**src/sv/tdc_pkg.sv**
```systemverilog
// ----------------------------------------------------------------------------
// tdc_pkg
// Types and constants shared by the touch dimmer controller modules.
// ----------------------------------------------------------------------------
package tdc_pkg;

    localparam int CNT_W   = 10;
    localparam int LEVEL_W = 8;
    localparam int CFG_IDX_W  = 3;
    localparam int CFG_DATA_W = 10;

    // Phase codes of the touch handling sequencer.
    localparam logic [2:0] PH_IDLE     = 3'd0;
    localparam logic [2:0] PH_ONDELAY  = 3'd1;
    localparam logic [2:0] PH_DEBOUNCE = 3'd2;
    localparam logic [2:0] PH_HOLD     = 3'd3;
    localparam logic [2:0] PH_RAMP     = 3'd4;
    localparam logic [2:0] PH_RELEASE  = 3'd5;

    // Configuration register indexes.
    localparam logic [CFG_IDX_W-1:0] REG_DEBOUNCE = 3'd0;
    localparam logic [CFG_IDX_W-1:0] REG_HOLD     = 3'd1;
    localparam logic [CFG_IDX_W-1:0] REG_ON_DELAY = 3'd2;
    localparam logic [CFG_IDX_W-1:0] REG_RAMP     = 3'd3;
    localparam logic [CFG_IDX_W-1:0] REG_MIN      = 3'd4;
    localparam logic [CFG_IDX_W-1:0] REG_MAX      = 3'd5;

    typedef struct packed {
        logic [CNT_W-1:0]   debounce_ticks;
        logic [CNT_W-1:0]   hold_ticks;
        logic [CNT_W-1:0]   on_delay_ticks;
        logic [7:0]         ramp_ticks;
        logic [LEVEL_W-1:0] min_brightness;
        logic [LEVEL_W-1:0] max_brightness;
    } t_cfg;

    typedef struct packed {
        logic               lamp_enabled;
        logic [LEVEL_W-1:0] brightness_level;
        logic               brightness_changed;
        logic               ramp_up_next;
        logic               leave_battery_mode;
        logic               busy_res;
    } t_result;

endpackage

```
**src/sv/touch_dimmer_controller_top.sv**
```systemverilog
// ----------------------------------------------------------------------------
// touch_dimmer_controller_top
// Touch-pad lamp switch and dimmer, one item per millisecond tick.
// ----------------------------------------------------------------------------
// Usage:
//   Input channel (i_in_valid / o_in_stall) carries one tick item: the pad
//   level and the battery-mode flag. Output channel (o_out_valid /
//   i_out_stall) returns exactly one result item per tick item: lamp enable,
//   brightness, step pulse, next ramp direction, battery-mode exit pulse and
//   busy flag, all as they stand after that tick.
//   The configuration channel (i_cfg_valid / o_cfg_ready) writes a register
//   by index; it is always ready and is meant to be used while idle.
//   Throughput is one item per cycle unless the input stalls, set by the
//   sequencer update in the core. When the receiver stalls, a skid stage
//   holds one more result; the input stalls only once both the result
//   register and the skid stage are full. o_out_valid comes from a register.
//   Reset (synchronous, active low) puts the sequencer idle, the lamp off,
//   brightness at 255, dimming down first, and all registers at defaults.
// ----------------------------------------------------------------------------
module touch_dimmer_controller_top
    import tdc_pkg::*;
(
    input  logic                  i_clk,
    input  logic                  i_rst_n,
    input  logic                  i_in_valid,
    output logic                  o_in_stall,
    input  logic                  i_pad_touched,
    input  logic                  i_battery_mode_active,
    output logic                  o_out_valid,
    input  logic                  i_out_stall,
    output logic                  o_lamp_enabled,
    output logic [LEVEL_W-1:0]    o_brightness_level,
    output logic                  o_brightness_changed,
    output logic                  o_ramp_up_next,
    output logic                  o_leave_battery_mode,
    output logic                  o_busy_res,
    input  logic                  i_cfg_valid,
    output logic                  o_cfg_ready,
    input  logic [CFG_IDX_W-1:0]  i_cfg_index,
    input  logic [CFG_DATA_W-1:0] i_cfg_data
);

    t_cfg    w_cfg;
    t_result w_res_next;
    t_result w_res_out;
    logic    w_full;
    logic    w_accept;

    assign o_in_stall = w_full;
    assign w_accept   = i_in_valid & ~w_full;

    tdc_cfg_regs u_cfg (
        .i_clk       (i_clk),
        .i_rst_n     (i_rst_n),
        .i_cfg_valid (i_cfg_valid),
        .o_cfg_ready (o_cfg_ready),
        .i_cfg_index (i_cfg_index),
        .i_cfg_data  (i_cfg_data),
        .o_cfg       (w_cfg)
    );

    tdc_core u_core (
        .i_clk    (i_clk),
        .i_rst_n  (i_rst_n),
        .i_accept (w_accept),
        .i_pad    (i_pad_touched),
        .i_bat    (i_battery_mode_active),
        .i_cfg    (w_cfg),
        .o_res    (w_res_next)
    );

    tdc_out_skid u_out (
        .i_clk   (i_clk),
        .i_rst_n (i_rst_n),
        .i_push  (w_accept),
        .i_res   (w_res_next),
        .o_full  (w_full),
        .o_valid (o_out_valid),
        .i_stall (i_out_stall),
        .o_res   (w_res_out)
    );

    assign o_lamp_enabled       = w_res_out.lamp_enabled;
    assign o_brightness_level   = w_res_out.brightness_level;
    assign o_brightness_changed = w_res_out.brightness_changed;
    assign o_ramp_up_next       = w_res_out.ramp_up_next;
    assign o_leave_battery_mode = w_res_out.leave_battery_mode;
    assign o_busy_res           = w_res_out.busy_res;

endmodule

```
**src/sv/tdc_cfg_regs.sv**
```systemverilog
// ----------------------------------------------------------------------------
// tdc_cfg_regs
// Configuration register file, written through a valid/ready channel.
// ----------------------------------------------------------------------------
module tdc_cfg_regs
    import tdc_pkg::*;
(
    input  logic                  i_clk,
    input  logic                  i_rst_n,
    input  logic                  i_cfg_valid,
    output logic                  o_cfg_ready,
    input  logic [CFG_IDX_W-1:0]  i_cfg_index,
    input  logic [CFG_DATA_W-1:0] i_cfg_data,
    output t_cfg                  o_cfg
);

    t_cfg r_cfg;
    logic w_wr;

    assign o_cfg_ready = 1'b1;
    assign w_wr        = i_cfg_valid;
    assign o_cfg       = r_cfg;

    always_ff @(posedge i_clk) begin
        if (!i_rst_n) begin
            r_cfg.debounce_ticks <= 10'd20;
            r_cfg.hold_ticks     <= 10'd200;
            r_cfg.on_delay_ticks <= 10'd200;
            r_cfg.ramp_ticks     <= 8'd2;
            r_cfg.min_brightness <= 8'd30;
            r_cfg.max_brightness <= 8'd255;
        end else if (w_wr) begin
            case (i_cfg_index)
                REG_DEBOUNCE: r_cfg.debounce_ticks <= i_cfg_data;
                REG_HOLD:     r_cfg.hold_ticks     <= i_cfg_data;
                REG_ON_DELAY: r_cfg.on_delay_ticks <= i_cfg_data;
                REG_RAMP:     r_cfg.ramp_ticks     <= i_cfg_data[7:0];
                REG_MIN:      r_cfg.min_brightness <= i_cfg_data[7:0];
                REG_MAX:      r_cfg.max_brightness <= i_cfg_data[7:0];
                default: ;
            endcase
        end
    end

endmodule

```
**src/sv/tdc_core.sv**
```systemverilog
// ----------------------------------------------------------------------------
// tdc_core
// Touch sequencer state and its per-tick next-state logic.
// ----------------------------------------------------------------------------
module tdc_core
    import tdc_pkg::*;
(
    input  logic    i_clk,
    input  logic    i_rst_n,
    input  logic    i_accept,
    input  logic    i_pad,
    input  logic    i_bat,
    input  t_cfg    i_cfg,
    output t_result o_res
);

    logic [2:0]         r_phase, n_phase;
    logic [CNT_W-1:0]   r_cnt, n_cnt;
    logic               r_prev_pad;
    logic               r_lamp, n_lamp;
    logic [LEVEL_W-1:0] r_level, n_level;
    logic               r_ramp_up, n_ramp_up;
    logic               w_changed, w_leave;

    always_comb begin
        logic [CNT_W-1:0] cnt_inc;
        logic             edge_det;
        logic             room;
        logic             do_check;

        n_phase   = r_phase;
        n_cnt     = r_cnt;
        n_lamp    = r_lamp;
        n_level   = r_level;
        n_ramp_up = r_ramp_up;
        w_changed = 1'b0;
        w_leave   = 1'b0;
        do_check  = 1'b0;
        cnt_inc   = r_cnt + 10'd1;
        edge_det  = i_pad & ~r_prev_pad;
        room      = r_ramp_up ? (r_level < i_cfg.max_brightness)
                              : (r_level > i_cfg.min_brightness);

        case (r_phase)
            PH_IDLE: begin
                if (edge_det) begin
                    n_cnt = '0;
                    if (r_lamp) begin
                        n_phase = PH_DEBOUNCE;
                    end else if (i_cfg.on_delay_ticks == '0) begin
                        n_lamp = 1'b1;
                    end else begin
                        n_phase = PH_ONDELAY;
                    end
                end
            end
            PH_ONDELAY: begin
                n_cnt = cnt_inc;
                if (cnt_inc >= i_cfg.on_delay_ticks) begin
                    n_lamp  = 1'b1;
                    n_phase = PH_IDLE;
                    n_cnt   = '0;
                end
            end
            PH_DEBOUNCE: begin
                n_cnt = cnt_inc;
                if (cnt_inc >= i_cfg.debounce_ticks) begin
                    n_cnt   = '0;
                    n_phase = i_pad ? PH_HOLD : PH_IDLE;
                end
            end
            PH_HOLD: begin
                n_cnt = cnt_inc;
                if (cnt_inc >= i_cfg.hold_ticks) begin
                    n_cnt = '0;
                    if (i_pad) begin
                        do_check = 1'b1;
                    end else begin
                        if (i_bat) begin
                            w_leave = 1'b1;
                        end else begin
                            n_lamp = 1'b0;
                        end
                        n_phase = PH_IDLE;
                    end
                end
            end
            PH_RAMP: begin
                n_cnt = cnt_inc;
                if (cnt_inc >= {2'b00, i_cfg.ramp_ticks}) begin
                    do_check = 1'b1;
                end
            end
            PH_RELEASE: begin
                if (!i_pad) begin
                    n_phase = PH_IDLE;
                    n_cnt   = '0;
                end
            end
            default: begin
                n_phase = PH_IDLE;
                n_cnt   = '0;
            end
        endcase

        // A ramp check steps the level while the pad is held and the level
        // is inside its limit; otherwise the direction flips and the ramp ends.
        if (do_check) begin
            n_cnt = '0;
            if (i_pad && room) begin
                n_level   = r_ramp_up ? (r_level + 8'd1) : (r_level - 8'd1);
                n_phase   = PH_RAMP;
                w_changed = 1'b1;
            end else begin
                n_ramp_up = ~r_ramp_up;
                n_phase   = i_pad ? PH_RELEASE : PH_IDLE;
            end
        end
    end

    always_ff @(posedge i_clk) begin
        if (!i_rst_n) begin
            r_phase    <= PH_IDLE;
            r_cnt      <= '0;
            r_prev_pad <= 1'b0;
            r_lamp     <= 1'b0;
            r_level    <= 8'd255;
            r_ramp_up  <= 1'b0;
        end else if (i_accept) begin
            r_phase    <= n_phase;
            r_cnt      <= n_cnt;
            r_prev_pad <= i_pad;
            r_lamp     <= n_lamp;
            r_level    <= n_level;
            r_ramp_up  <= n_ramp_up;
        end
    end

    assign o_res.lamp_enabled       = n_lamp;
    assign o_res.brightness_level   = n_level;
    assign o_res.brightness_changed = w_changed;
    assign o_res.ramp_up_next       = n_ramp_up;
    assign o_res.leave_battery_mode = w_leave;
    assign o_res.busy_res           = (n_phase != PH_IDLE);

endmodule

```
**src/sv/tdc_out_skid.sv**
```systemverilog
// ----------------------------------------------------------------------------
// tdc_out_skid
// Result register with a skid stage, so a stalled receiver never loses an item.
// ----------------------------------------------------------------------------
module tdc_out_skid
    import tdc_pkg::*;
(
    input  logic    i_clk,
    input  logic    i_rst_n,
    input  logic    i_push,
    input  t_result i_res,
    output logic    o_full,
    output logic    o_valid,
    input  logic    i_stall,
    output t_result o_res
);

    logic    r_out_valid;
    logic    r_skd_valid;
    t_result r_out;
    t_result r_skd;
    logic    w_pop;

    assign w_pop   = r_out_valid & ~i_stall;
    assign o_full  = r_skd_valid;
    assign o_valid = r_out_valid;
    assign o_res   = r_out;

    always_ff @(posedge i_clk) begin
        if (!i_rst_n) begin
            r_out_valid <= 1'b0;
            r_skd_valid <= 1'b0;
        end else begin
            if (!r_out_valid || w_pop) begin
                r_out_valid <= r_skd_valid | i_push;
                r_skd_valid <= 1'b0;
            end else if (i_push) begin
                r_skd_valid <= 1'b1;
            end
        end
    end

    always_ff @(posedge i_clk) begin
        if (!r_out_valid || w_pop) begin
            r_out <= r_skd_valid ? r_skd : i_res;
        end
        if (i_push && !r_skd_valid) begin
            r_skd <= i_res;
        end
    end

endmodule

```
**config.mk**
```make
export PLATFORM = sky130hd
export DESIGN_NAME = touch_dimmer_controller_top
export DESIGN_NICKNAME = d
export VERILOG_FILES = /design/src/sv/tdc_pkg.sv /design/src/sv/touch_dimmer_controller_top.sv /design/src/sv/tdc_cfg_regs.sv /design/src/sv/tdc_core.sv /design/src/sv/tdc_out_skid.sv
export SDC_FILE = /design/constraint.sdc
export NUM_CORES = 1
export LEC_CHECK = 0
export ABC_AREA = 1
export ABC_CLOCK_PERIOD_IN_PS = 4700
export BUFFER_PORTS_ARGS = -buffer_cell sky130_fd_sc_hd__buf_2
export CORE_AREA = 2 2 114 116
export CTS_BUF_LIST = sky130_fd_sc_hd__clkbuf_16
export DETAILED_ROUTE_END_ITERATION = 12
export DIE_AREA = 0 0 116 118
export GPL_TIMING_DRIVEN = 0
export HOLD_SLACK_MARGIN = 0.15
export PLACE_DENSITY = 0.66
export SLEW_MARGIN = 10
export SYNTH_ARGS = -nofsm -noshare
export SYNTH_HDL_FRONTEND = slang
export SYNTH_SLANG_ARGS = --single-unit
```
**constraint.sdc**
```tcl
create_clock -name i_clk -period 4.7 [get_ports i_clk]
set_input_delay 0.235 -clock i_clk [delete_from_list [all_inputs] [get_ports i_clk]]
set_output_delay 0.235 -clock i_clk [all_outputs]
set_load 0.05 [all_outputs]
```
==> run metrics <==
status=finished, final reports clean; number of port buffers=33; Post-synth EDFFs=26; hold crit path type=in2reg; synth top area cells=dfxtp_1, edfxtp_1, nand2_1; clock sink count=around 110; Hold Fails Final Rpt=0; Yosys reg bits=between 100 and 150; DR vias=5,313; Syn. warnings=0; Clk Latency, worst-skew pair=roughly 360 ps; top cell type's share of synthesized area=between 20% and 30%; met3 global-route usage=under 10%; setup fix buffers added after clock tree synthesis=0; Async S/R FF share, synth=0%; number of iterations in the first detailed-routing pass=5; Power Dens Cells=around 330 nW/um2; Slew @ Worst Pin=just under 900 ps; sw power=704 uW; detailed-route wire length=around 15,000 um; clock transition at the registers of the reported paths=about 70 ps; RSZ-0062 raised after global routing=false; Die Area=between 10,000 and 15,000 um2; vias in the first global route=5,265; DP HPWL=~11,000 um; global-route met1 utilization=approximately 30%; CP Capture Type=flop; Mapped Cells=around 810; Residual DRC=0; Final TNS setup=0 ps; ys flop type=dfxtp_1; Final Util=between 50% and 60%; Yosys cell types=35; Lkg Pwr=~3.1 nW; busiest grt layer=met2; H-Tree Depth=3; WHS=~180 ps; total grt overflow=0; Die Span X=approximately 120 um; final worst clock skew=between 5 and 6 ps; first-pass GRT wire length=~25,000 um; post-layout min period=3630 ps; initial antenna violation count=0; Sw Share=roughly a third; Layout area overhead=10.8%; Max IR drop VDD=between 200 and 300 uV; synth cell count leaders=nand2_1, inv_1, dfxtp_1; max cap viols=0; via/cell ratio=between 5 and 6; total track usage=between 20% and 30%; initial core utilization=around 50%; M2 GR Usage=just under 40%; fin crit share=approximately 77%; Rel. slew slack=about two fifths; worst path required time=roughly 4800 ps; # hold bufs at CTS=0; Final Max Slew Viols=0; CTS Buf Count=9; combinational share of power=~20%; layout cells sized above 1=8.29%; internal power=around 1.5 mW; Worst setup SP type=flop; design area=about 6800 um2; DP Area=6470 um2; most frequent cell after synthesis=nand2_1; FP Rows=between 40 and 50; Sequential Power Share=roughly 47%; Syn Area/Cell=7.55 um2; Chip Height=118 um; diode count=0; Post-layout nets=932; Yosys top cell by area=dfxtp_1; final setup vio count=0; Peak Freq=between 200 and 300 MHz; crit-path max FO=6; drt first-iter violations=around 320; RD Place Congestion=0.966; sequential share of the synthesized area=between 30% and 40%; IO Pins=36; Antenna Nets Post-Route=0; pin count of the biggest net entering global routing=23; Clk pwr share=about a third; Critical Path AT=between 3000 and 4000 ps; Crit Path Class=reg2reg; DR WL/cell=between 10 and 15 um; maximum clock path buffer count=2; Root Driver=clkbuf_16; netlist area before placement=6090 um2; TritonCTS clock tree=built; Post-Syn Nets=888; area of the placeable core=approximately 12,000 um2; post-cts sizing count=0
==> critical path, cell delays in order, from the launching register on <==
cell and delay [ps]:
dfxtp_1 510, inv_1 140, nor2_2 210, nand2_1 90, xnor2_1 640, ha_1 380
nand2_1 100, nor2_1 60, nand2_1 70, nand3b_1 70, a21oi_1 210, nand2_1 140
a21oi_1 280, nor2_1 80, a21oi_1 180, nand2_1 110, nand2_1 70, nand2_1 50
==> stage by stage <==
stage               total power [mW]  std cells  setup slack, ps
floorplan                       1.36        807             1840
global placement                1.47       1012             1170
detailed placement              1.48       1012             1080
CTS                             2.21       1028             1070
global route                    2.30       1028              778
finish                          2.20       1028             1070
==> layout make-up <==
cell class	count	area [um2]
plain buffers	20	98.8
clock buffers	9	225
clock inverters	7	55.1
fillers	1169	5660
inverters	119	447
multi-input cells	562	3170
flip-flops and latches	106	2380
well taps	172	215
repair buffers	33	165
==> power groups by stage <==
stage          logic (mW)  clock network, mW  registers, mW
2_1_floorplan       0.269                  0           1.09
3_3_place_gp        0.424                  0           1.04
3_5_place_dp        0.437                  0           1.05
4_1_cts             0.439              0.745           1.03
5_1_grt             0.498              0.775           1.03
6_report            0.440              0.732           1.02
==> worst paths after layout <==
check                        from              end  slack (ps)  depth (start not counted)
setup / recovery  u_core.r_cnt[0]   u_out.o_res[0]        1070                         17
hold / removal         i_in_valid     u_out.o_full         180                          3
setup reg to reg  u_core.r_cnt[0]   u_out.o_res[0]        1070                         17
hold reg to reg   u_cfg.o_cfg[39]  u_cfg.o_cfg[39]         470                          2
==> cell usage in the layout, fill, tap and decap left out, types with 8 or more instances in the layout <==
| master | synthesis | layout |
|---|---|---|
| dfxtp_1 | 80 | 80 |
| nand2_1 | 201 | 201 |
| clkbuf_1 | 15 | 15 |
| o21ai_0 | 53 | 53 |
| clkbuf_16 | 0 | 9 |
| a21oi_1 | 75 | 75 |
| inv_1 | 117 | 117 |
| buf_2 | 3 | 36 |
| nor2_1 | 61 | 61 |
| nand3_1 | 23 | 23 |
| nand4_1 | 12 | 12 |
| edfxtp_1 | 26 | 26 |
| xor2_1 | 8 | 8 |
| o211ai_1 | 22 | 22 |
| ha_1 | 60 | 60 |
==> flip-flops by register name (all words and copies together), names as in the netlist <==
name               cells
u_cfg.o_cfg           54
u_out.o_res           13
u_out.r_skd           13
u_core.r_cnt          10
u_core.r_level         8
u_core.r_phase         3
u_core.r_lamp          1
u_core.r_prev_pad      1
u_core.r_ramp_up       1
u_out.o_full           1
u_out.o_valid          1
==> cells by family after synthesis <==
logic type | count (synthesis) | share of synthesized area (%)
compound gates | 168 | 15.5
flops | 106 | 39.1
other cells | 1 | 0.0615
fa+ha+maj | 61 | 12.6
simple gates | 318 | 21.5
buf+inv | 139 | 8.95
xor+xnor | 14 | 2.32
==> metal layers <==
| metal | wire length [um] | share of wire (%) | up-vias |
|---|---|---|---|
| met1 | 6610 | 45 | 2445 |
| met2 | 7160 | 49 | 116 |
| met3 | 682 | 4.6 | 24 |
| li1 | - | - | 2728 |
| met4 | 314 | 2.1 | 0 |
| met5 | 0 | 0 | - |
Power figures use the tool's default switching activity.
